--- src/hdl/rmh_pkg.sv ---
// Package: widths, constants and sequencer states for the running median
package rmh_pkg;
    localparam int Capacity   = 1024;
    localparam int SampleBits = 16;
    localparam int HeapDepth  = (Capacity + 1) / 2;
    localparam int AddrBits   = $clog2(HeapDepth);
    localparam int SizeBits   = $clog2(HeapDepth + 1);
    localparam int CountBits  = 11;
    localparam int MedBits    = SampleBits + 1;

    typedef logic signed [SampleBits-1:0] t_sample;
    typedef logic [AddrBits-1:0]          t_addr;
    typedef logic [SizeBits-1:0]          t_size;

    typedef enum logic [3:0] {
        ST_IDLE,
        ST_TOPS,
        ST_DECIDE,
        ST_DN_RD,
        ST_DN_CMP,
        ST_UP_RD,
        ST_UP_CMP,
        ST_MED_RD,
        ST_OUT
    } t_state;

    // one heap port request
    typedef struct packed {
        logic  we;
        t_addr waddr;
        t_sample wdata;
        t_addr raddr0;
        t_addr raddr1;
    } t_heap_req;
endpackage

--- src/hdl/rmh_stream_if.sv ---
// Valid/ready channel interfaces for input samples and results
interface rmh_in_if;
    import rmh_pkg::*;
    logic    valid;
    logic    ready;
    t_sample sample;
    modport source (output valid, output sample, input ready);
    modport sink   (input valid, input sample, output ready);
endinterface

interface rmh_out_if;
    import rmh_pkg::*;
    logic                      valid;
    logic                      ready;
    logic signed [MedBits-1:0] median_doubled;
    logic [CountBits-1:0]      item_count;
    logic                      overflow;
    modport source (output valid, output median_doubled, output item_count,
                    output overflow, input ready);
    modport sink   (input valid, input median_doubled, input item_count,
                    input overflow, output ready);
endinterface

--- src/hdl/rmh_ctrl.sv ---
// Insert sequencer: decides the move, walks sift-down then sift-up
module rmh_ctrl (
    input  logic               i_clk,
    input  logic               i_rst_n,
    rmh_in_if.sink             in_ch,
    rmh_out_if.source          out_ch,
    output rmh_pkg::t_heap_req o_lo_req,
    output rmh_pkg::t_heap_req o_up_req,
    input  rmh_pkg::t_sample   i_lo_rd0,
    input  rmh_pkg::t_sample   i_lo_rd1,
    input  rmh_pkg::t_sample   i_up_rd0,
    input  rmh_pkg::t_sample   i_up_rd1
);
    import rmh_pkg::*;

    t_state  r_state, n_state;
    t_size   r_lo_size, n_lo_size, r_up_size, n_up_size;
    t_sample r_v, n_v;            // value being placed in current walk
    t_sample r_moved, n_moved;    // value to push afterwards
    logic    r_dn_lo, n_dn_lo;    // sift-down acts on lower heap
    logic    r_up_lo, n_up_lo;    // sift-up acts on lower heap
    logic    r_do_dn, n_do_dn;
    t_size   r_idx, n_idx;        // current hole position
    t_size   r_lim, n_lim;
    logic    r_ovf, n_ovf;
    logic [CountBits-1:0]       r_cnt, n_cnt;

    logic [SizeBits:0] w_total;
    logic [SizeBits:0] w_c1, w_c2;
    t_size   w_par;
    t_sample w_dn_c1, w_dn_c2, w_up_p;
    t_heap_req w_req;
    logic    w_req_lo;

    assign w_total = {1'b0, r_lo_size} + {1'b0, r_up_size};
    assign w_c1    = {r_idx, 1'b1};
    assign w_c2    = w_c1 + 1'b1;
    assign w_par   = (r_idx - 1'b1) >> 1;
    assign w_dn_c1 = r_dn_lo ? i_lo_rd0 : i_up_rd0;
    assign w_dn_c2 = r_dn_lo ? i_lo_rd1 : i_up_rd1;
    assign w_up_p  = r_up_lo ? i_lo_rd0 : i_up_rd0;

    always_ff @(posedge i_clk) begin
        if (!i_rst_n) begin
            r_state   <= ST_IDLE;
            r_lo_size <= '0;
            r_up_size <= '0;
        end else begin
            r_state   <= n_state;
            r_lo_size <= n_lo_size;
            r_up_size <= n_up_size;
        end
        r_v     <= n_v;
        r_moved <= n_moved;
        r_dn_lo <= n_dn_lo;
        r_up_lo <= n_up_lo;
        r_do_dn <= n_do_dn;
        r_idx   <= n_idx;
        r_lim   <= n_lim;
        r_ovf   <= n_ovf;
        r_cnt   <= n_cnt;
    end

    always_comb begin
        logic    l_take2;
        t_sample l_best;
        n_state   = r_state;
        n_lo_size = r_lo_size;
        n_up_size = r_up_size;
        n_v       = r_v;
        n_moved   = r_moved;
        n_dn_lo   = r_dn_lo;
        n_up_lo   = r_up_lo;
        n_do_dn   = r_do_dn;
        n_idx     = r_idx;
        n_lim     = r_lim;
        n_ovf     = r_ovf;
        n_cnt     = r_cnt;
        w_req     = '0;
        w_req_lo  = 1'b0;
        l_take2   = 1'b0;
        l_best    = '0;
        in_ch.ready  = 1'b0;
        out_ch.valid = 1'b0;

        case (r_state)
            ST_IDLE: begin
                in_ch.ready = 1'b1;
                if (in_ch.valid) begin
                    n_v     = in_ch.sample;
                    n_state = ST_TOPS;
                end
            end
            ST_TOPS: begin
                // read both tops
                n_state = ST_DECIDE;
            end
            ST_DECIDE: begin
                n_ovf = 1'b0;
                if (w_total >= (SizeBits+1)'(Capacity)) begin
                    n_ovf   = 1'b1;
                    n_state = ST_MED_RD;
                end else if (r_lo_size == r_up_size) begin
                    n_up_lo = 1'b1;
                    n_lo_size = r_lo_size + 1'b1;
                    if (r_lo_size != '0 && r_v > i_up_rd0) begin
                        n_moved = i_up_rd0;
                        n_dn_lo = 1'b0;
                        n_do_dn = 1'b1;
                        n_lim   = r_up_size;
                    end else begin
                        n_moved = r_v;
                        n_do_dn = 1'b0;
                    end
                    n_state = ST_DN_RD;
                end else begin
                    n_up_lo = 1'b0;
                    n_up_size = r_up_size + 1'b1;
                    if (r_v < i_lo_rd0) begin
                        n_moved = i_lo_rd0;
                        n_dn_lo = 1'b1;
                        n_do_dn = 1'b1;
                        n_lim   = r_lo_size;
                    end else begin
                        n_moved = r_v;
                        n_do_dn = 1'b0;
                    end
                    n_state = ST_DN_RD;
                end
                n_idx = '0;
            end
            ST_DN_RD: begin
                if (!r_do_dn) begin
                    // start sift-up of moved at old size of target heap
                    n_idx   = r_up_lo ? r_lo_size - 1'b1 : r_up_size - 1'b1;
                    n_v     = r_moved;
                    n_state = ST_UP_RD;
                end else if (w_c1 >= {1'b0, r_lim}) begin
                    w_req_lo    = r_dn_lo;
                    w_req.we    = 1'b1;
                    w_req.waddr = t_addr'(r_idx);
                    w_req.wdata = r_v;
                    n_do_dn     = 1'b0;
                end else begin
                    w_req_lo     = r_dn_lo;
                    w_req.raddr0 = t_addr'(w_c1);
                    w_req.raddr1 = t_addr'(w_c2);
                    n_state      = ST_DN_CMP;
                end
            end
            ST_DN_CMP: begin
                if (w_c2 < {1'b0, r_lim}) begin
                    l_take2 = r_dn_lo ? (w_dn_c2 > w_dn_c1) : (w_dn_c2 < w_dn_c1);
                end
                l_best   = l_take2 ? w_dn_c2 : w_dn_c1;
                w_req_lo = r_dn_lo;
                w_req.we = 1'b1;
                n_state  = ST_DN_RD;
                if (r_dn_lo ? (l_best > r_v) : (l_best < r_v)) begin
                    w_req.waddr = t_addr'(r_idx);
                    w_req.wdata = l_best;
                    n_idx = l_take2 ? t_size'(w_c2) : t_size'(w_c1);
                end else begin
                    w_req.waddr = t_addr'(r_idx);
                    w_req.wdata = r_v;
                    n_do_dn     = 1'b0;
                end
            end
            ST_UP_RD: begin
                w_req_lo = r_up_lo;
                if (r_idx == '0) begin
                    w_req.we    = 1'b1;
                    w_req.waddr = '0;
                    w_req.wdata = r_v;
                    n_state     = ST_MED_RD;
                end else begin
                    w_req.raddr0 = t_addr'(w_par);
                    n_state      = ST_UP_CMP;
                end
            end
            ST_UP_CMP: begin
                w_req_lo = r_up_lo;
                w_req.we = 1'b1;
                w_req.waddr = t_addr'(r_idx);
                if (r_up_lo ? (r_v > w_up_p) : (r_v < w_up_p)) begin
                    w_req.wdata = w_up_p;
                    n_idx       = w_par;
                    n_state     = ST_UP_RD;
                end else begin
                    w_req.wdata = r_v;
                    n_state     = ST_MED_RD;
                end
            end
            ST_MED_RD: begin
                // tops read here appear next cycle
                n_state = ST_OUT;
                n_cnt   = CountBits'(w_total);
            end
            ST_OUT: begin
                out_ch.valid = 1'b1;
                if (out_ch.ready) begin
                    n_state = ST_IDLE;
                end
            end
            default: n_state = ST_IDLE;
        endcase
    end

    // median from tops registered in ST_OUT's first cycle
    logic signed [MedBits-1:0] w_med;
    logic r_med_ld;
    always_ff @(posedge i_clk) begin
        r_med_ld <= (r_state == ST_MED_RD);
    end
    assign w_med = (r_lo_size > r_up_size)
                 ? {i_lo_rd0, 1'b0}
                 : MedBits'(i_lo_rd0) + MedBits'(i_up_rd0);

    logic signed [MedBits-1:0] r_med_hold;
    always_ff @(posedge i_clk) begin
        if (r_med_ld) begin
            r_med_hold <= w_med;
        end
    end

    assign out_ch.median_doubled = r_med_ld ? w_med : r_med_hold;
    assign out_ch.item_count     = r_cnt;
    assign out_ch.overflow       = r_ovf;

    always_comb begin
        o_lo_req = '0;
        o_up_req = '0;
        if (w_req_lo) begin
            o_lo_req = w_req;
        end else begin
            o_up_req = w_req;
        end
        // tops on port 0 whenever no walk reads
        if (r_state == ST_IDLE || r_state == ST_TOPS || r_state == ST_MED_RD
            || r_state == ST_OUT) begin
            o_lo_req.raddr0 = '0;
            o_up_req.raddr0 = '0;
        end
    end
endmodule

--- src/flat_wrapper.sv ---
// flat-port wrapper written by rule: the top's interface ports become plain ports
module rmh_ctrl_flat import rmh_pkg::*;
  (i_clk, i_rst_n, o_lo_req, o_up_req, i_lo_rd0, i_lo_rd1, i_up_rd0, i_up_rd1, in_ch_valid, in_ch_sample, in_ch_ready, out_ch_valid, out_ch_median_doubled, out_ch_item_count, out_ch_overflow, out_ch_ready);
  rmh_in_if in_ch_i ();
  rmh_out_if out_ch_i ();
  input  logic i_clk;
  input  logic i_rst_n;
  output rmh_pkg::t_heap_req o_lo_req;
  output rmh_pkg::t_heap_req o_up_req;
  input  rmh_pkg::t_sample i_lo_rd0;
  input  rmh_pkg::t_sample i_lo_rd1;
  input  rmh_pkg::t_sample i_up_rd0;
  input  rmh_pkg::t_sample i_up_rd1;
  input wire logic [$bits(in_ch_i.valid)-1:0] in_ch_valid;
  input wire logic [$bits(in_ch_i.sample)-1:0] in_ch_sample;
  output wire logic [$bits(in_ch_i.ready)-1:0] in_ch_ready;
  output wire logic [$bits(out_ch_i.valid)-1:0] out_ch_valid;
  output wire logic [$bits(out_ch_i.median_doubled)-1:0] out_ch_median_doubled;
  output wire logic [$bits(out_ch_i.item_count)-1:0] out_ch_item_count;
  output wire logic [$bits(out_ch_i.overflow)-1:0] out_ch_overflow;
  input wire logic [$bits(out_ch_i.ready)-1:0] out_ch_ready;
  assign in_ch_i.valid = in_ch_valid;
  assign in_ch_i.sample = in_ch_sample;
  assign in_ch_ready = in_ch_i.ready;
  assign out_ch_valid = out_ch_i.valid;
  assign out_ch_median_doubled = out_ch_i.median_doubled;
  assign out_ch_item_count = out_ch_i.item_count;
  assign out_ch_overflow = out_ch_i.overflow;
  assign out_ch_i.ready = out_ch_ready;
  rmh_ctrl u_core (.i_clk(i_clk), .i_rst_n(i_rst_n), .in_ch(in_ch_i), .out_ch(out_ch_i), .o_lo_req(o_lo_req), .o_up_req(o_up_req), .i_lo_rd0(i_lo_rd0), .i_lo_rd1(i_lo_rd1), .i_up_rd0(i_up_rd0), .i_up_rd1(i_up_rd1));
endmodule
--- config.mk ---
export PLATFORM = sky130hd
export DESIGN_NAME = rmh_ctrl_flat
export DESIGN_NICKNAME = d
export VERILOG_FILES = /design/src/hdl/rmh_pkg.sv /design/src/hdl/rmh_stream_if.sv /design/src/hdl/rmh_ctrl.sv /design/src/flat_wrapper.sv
export SDC_FILE = /design/constraint.sdc
export NUM_CORES = 1
export LEC_CHECK = 0
export BUFFER_PORTS_ARGS = -buffer_cell sky130_fd_sc_hd__buf_2
export CAP_MARGIN = 20
export CORE_MARGIN = 2
export CORE_UTILIZATION = 30
export DETAILED_ROUTE_END_ITERATION = 8
export PLACE_DENSITY = 0.58
export SYNTH_ARGS = -nofsm -noshare
export SYNTH_HDL_FRONTEND = slang
export SYNTH_SLANG_ARGS = --single-unit
--- constraint.sdc ---
create_clock -name i_clk -period 7.9 [get_ports i_clk]
set_input_delay 1.185 -clock i_clk [delete_from_list [all_inputs] [get_ports i_clk]]
set_output_delay 1.185 -clock i_clk [all_outputs]
set_load 0.03 [all_outputs]
==> impl_metrics.csv <==
group,metric,value,unit
min_path,timing.hold.worst_path_depth,2,
sta,max_freq,131.7,MHz
die,die_height,195.4,um
detailed_routing,drt_pre_antenna_iters,5,
detailed_routing,vias_per_cell,5.325,
synth,post_synth_inst_count,1338,
synth,synthTopCellsByCount,"sky130_fd_sc_hd__nor2_1 (157), sky130_fd_sc_hd__ha_1 (140), sky130_fd_sc_hd__nand2_1 (120)",
sta,timing_worst_slew_pin_value,0.9382,ns
die,floorplan.rows,70,
status,run_status,"finished clean",
cts,clock-sinks,109,
setup_path,setup.worst_path.class,"in -> out",
synth,ys_types,75,
finish,drive_above_1_share,0.2120,
synth,post_synth_edffs,67,
die,die_width,195.4,um
global_routing,grtUsageTotal,0.1949,
synth,ys_seq_area_frac,0.2596,
synth,synthDominantAreaCellType,"sky130_fd_sc_hd__edfxtp_1",
detailed_routing,routed_wl,38.10,mm
synth,synth_ff_type,"sky130_fd_sc_hd__edfxtp_1",
setup_path,path_max_fanout,26,
cts,clk_pin_slew,0.07,ns
sta,setup_clock_skew_after_layout,0.007789,ns
synth,yosysWarnings,0,
power,pwr_density_cell,154.5,nW/um^2
setup_path,critPathTopFamily,"compound AO/OA/AOI/OAI gates",
setup_path,cp.buffers_inverters,4,
global_routing,first_global_vias,10410,
sta,slew_viol_final,0,
sta,timing.final.crit_period,7.596,ns
min_path,hold-path-endpoint,"u_core.r_med_hold[1]$_DFF_P_",
finish,seq_area,2853,sq um
place,place.detailed.hpwl,30.72,mm
finish,multi_input_gate_area_in_the_final_layout,7586,sq um
finish,layout.core_utilization,0.3631,
setup_path,cp_slowest_cell,"sky130_fd_sc_hd__a2111o_1",
detailed_routing,route.detailed.drc,0,
place,io_buffer_count,200,
setup_path,crit-reg2reg-launch,"u_core.r_dn_lo$_DFFE_PP_",
setup_path,reg2reg_depth,20,
synth,syn-cell-area,10990,sq um
synth,post-synth-top-count-cell,"sky130_fd_sc_hd__nor2_1",
setup_path,crit_path_max_incr_delay,0.44,ns
setup_path,critical_path_arrival,6.41,ns
min_path,holdCritStartpoint,"u_core.r_med_hold[1]$_DFF_P_",
setup_path,path_cells,"buf_2 > mux2i_1 > ha_1 > nand4_1 > a2111o_1 > a31o_1 > and4_1 > o2111ai_2 > buf_12 > nor2_1 > a21oi_1 > ha_1 > nor2b_4 > o21a_1 > o41ai_2 > o211ai_2 > mux2i_2 > o31ai_2 > or3_1 > nor2b_4 > buf_4 > a221o_1 > buf_2",
global_routing,grt_pass1_wl,58.07,mm
die,core_region_area,36350,sq um
die,initial_utilization,0.3024,
cts,clock-root-buffer,"sky130_fd_sc_hd__clkbuf_16",
cts,htree_num_levels,3,
place,placed_cells_incl_taps,2000,
setup_path,endpoint_kind,"output port",
synth,async_reset_ff_frac,0,
sta,final-hold-violation-count,0,
global_routing,globalRouteOverflowTotal,0,
sta,fin_tns_setup,0,ns
detailed_routing,wl_per_cell,18.85,um
setup_path,rrSetupSlack,2.05,ns
cts,clkLatencyLatePin,0.36,ns
place,place_congestion,0.9303,
sta,timing.slew.headroom,0.3738,
synth,post-synth-top-area-fraction,0.1831,
sta,rsz0062_at_grt,"no",
min_path,hp-class,"reg -> reg",
setup_path,critical_path.startpoint_type,"primary input",
global_routing,grt_start_max_net_pins,40,
detailed_routing,detail-route-antenna-nets,0,
setup_path,worst_r2r_endpoint,"u_core.r_idx[1]$_DFFE_PP_",
finish,final_nets,1773,
cts,clock_tree_from_tritoncts,"built",
synth,netlist_top_cells_area,"sky130_fd_sc_hd__edfxtp_1 (18%), sky130_fd_sc_hd__ha_1 (16%), sky130_fd_sc_hd__dfxtp_1 (7.7%)",
die,die-area,38180,sq um
die,boundaryPins,203,
detailed_routing,detailroute.via_count,10760,
synth,synth_area_per_cell,8.214,sq um
setup_path,worstPathRequired,6.71,ns
setup_path,critical_path.startpoint,"i_up_rd0[12]",
detailed_routing,first_iter_violations,691,
global_routing,grt_antenna_before_repair,2,
sta,setup_viol,0,
cts,cts_max_path_buffers,2,
sta,final.period_utilization,0.9615,
cts,clock_buffers_created_by_tritoncts,9,
flow_run,max_cap_violations,0,
finish,synthToLayoutAreaGrowth,20.08,%
finish,layoutNonFillerInstCount,2021,
power,leakage,6.198,nW
synth,ys_seq_elements,109,
finish,nFillCells,3803,
power,peakVddDrop,0.0001067,V
## flip-flops by register name, indices dropped and copies added (netlist names)
signal                    cells
u_core.r_lim                 10
u_core.r_v                   16
u_core.out_ch.overflow        1
u_core.r_dn_lo                1
u_core.r_idx                 10
u_core.r_med_ld               1
u_core.r_lo_size             10
u_core.r_up_size             10
u_core.r_do_dn                1
u_core.r_up_lo                1
u_core.r_moved               16
u_core.r_state                4
u_core.out_ch.item_count     11
u_core.r_med_hold            17
## cell families after synthesis
logic type               count (synthesis)  share of synthesized area
buffers and inverters                  169                    0.06079
adder cells (fa/ha/maj)                142                     0.1630
multiplexers                            79                    0.07457
AO/OA/AOI/OAI                          306                     0.1859
XOR/XNOR                                68                    0.05419
flip-flops                             109                     0.2596
other                                    1                  0.0003412
AND/OR/NAND/NOR                        464                     0.2016
## metrics by stage
step / hold WS [ns] / cell area, sq um / power [mW] / worst slack [ns]
floorplan: 0.4836 / 10990 / 1.294 / 0.4833
global placement: 0.4534 / 12760 / 1.564 / -0.1305
detailed placement: 0.4620 / 12760 / 1.579 / -0.2206
CTS: 0.4742 / 13040 / 2.029 / 0.06853
global route: 0.4892 / 13200 / 2.163 / 0.01075
finish: 0.4699 / 13200 / 2.039 / 0.3045
## how the worst max path moves through the flow
stage                              end  slack, ns  depth (start not counted)
after floorplan           o_up_req[24]       0.48                         25
after global placement    o_up_req[33]      -0.13                         22
after detailed placement  o_up_req[33]      -0.22                         22
after CTS                 o_lo_req[24]       0.07                         22
after global routing      o_up_req[24]       0.01                         23
final                     o_up_req[24]       0.30                         23
## area by class of cell
cell class                      instances  share of cell area
Tap cell                              468             0.04437
Timing Repair Buffer                  259              0.1125
Clock buffer                           10             0.01811
Clock inverter                          6            0.003413
Multi-Input combinational cell       1061              0.5748
Antenna cell                            1           0.0001896
Inverter                              107             0.03043
Sequential cell                       109              0.2162
## report_power, final
group          internal, mW  switching, mW
Combinational         0.331          0.521
Sequential            0.674         0.0658
Clock                 0.225          0.222
Total                  1.23          0.809
## what timing repair did
item | in CTS | in global routing
pin swaps | 0 | 1
endpoints found under the setup margin | 15 | 30
gates resized for setup | 1 | 22
hold buffers | 0 | 0
buffers inserted | 0 | 4
cloned | 0 | 0
## layout by cell type (no fill, tap or decap), types with 9 or more instances in the layout
master and n:
sky130_fd_sc_hd__mux2_2 19, sky130_fd_sc_hd__nand3_1 26, sky130_fd_sc_hd__ha_1 139, sky130_fd_sc_hd__nand2_1 120, sky130_fd_sc_hd__nor3_1 26, sky130_fd_sc_hd__a22oi_1 18
sky130_fd_sc_hd__or3_1 13, sky130_fd_sc_hd__xor2_1 17, sky130_fd_sc_hd__nor2_1 154, sky130_fd_sc_hd__a31oi_1 15, sky130_fd_sc_hd__nor2b_1 24, sky130_fd_sc_hd__edfxtp_1 67
sky130_fd_sc_hd__clkbuf_16 9, sky130_fd_sc_hd__inv_1 105, sky130_fd_sc_hd__buf_2 200, sky130_fd_sc_hd__xnor2_1 47, sky130_fd_sc_hd__buf_4 55, sky130_fd_sc_hd__a21o_1 18
sky130_fd_sc_hd__o21ai_1 13, sky130_fd_sc_hd__dfxtp_1 42, sky130_fd_sc_hd__a21oi_1 85, sky130_fd_sc_hd__and2_1 31, sky130_fd_sc_hd__nand4_1 19, sky130_fd_sc_hd__nand2b_1 11
sky130_fd_sc_hd__a221o_1 30, sky130_fd_sc_hd__o21a_1 10, sky130_fd_sc_hd__and3_1 9, sky130_fd_sc_hd__o21ai_0 47, sky130_fd_sc_hd__mux2i_1 53
## tightest hold or removal path: cells and delay by family (launching register included)
family          cells  cell delay [ns]
compound gates      1             0.05
flops               1             0.30
simple gates        1             0.07
## layer usage
layer | routed length [um] | part of all wire | track usage | vias up
li1 | - | - | - | 5216
met1 | 17510 | 0.46 | 0.2609 | 5065
met2 | 16750 | 0.44 | 0.3103 | 408
met3 | 2621 | 0.069 | 0.03523 | 70
met4 | 1207 | 0.032 | 0.07747 | 2
met5 | 11 | 0.00029 | 0 | -
Power figures use the tool's default switching activity.
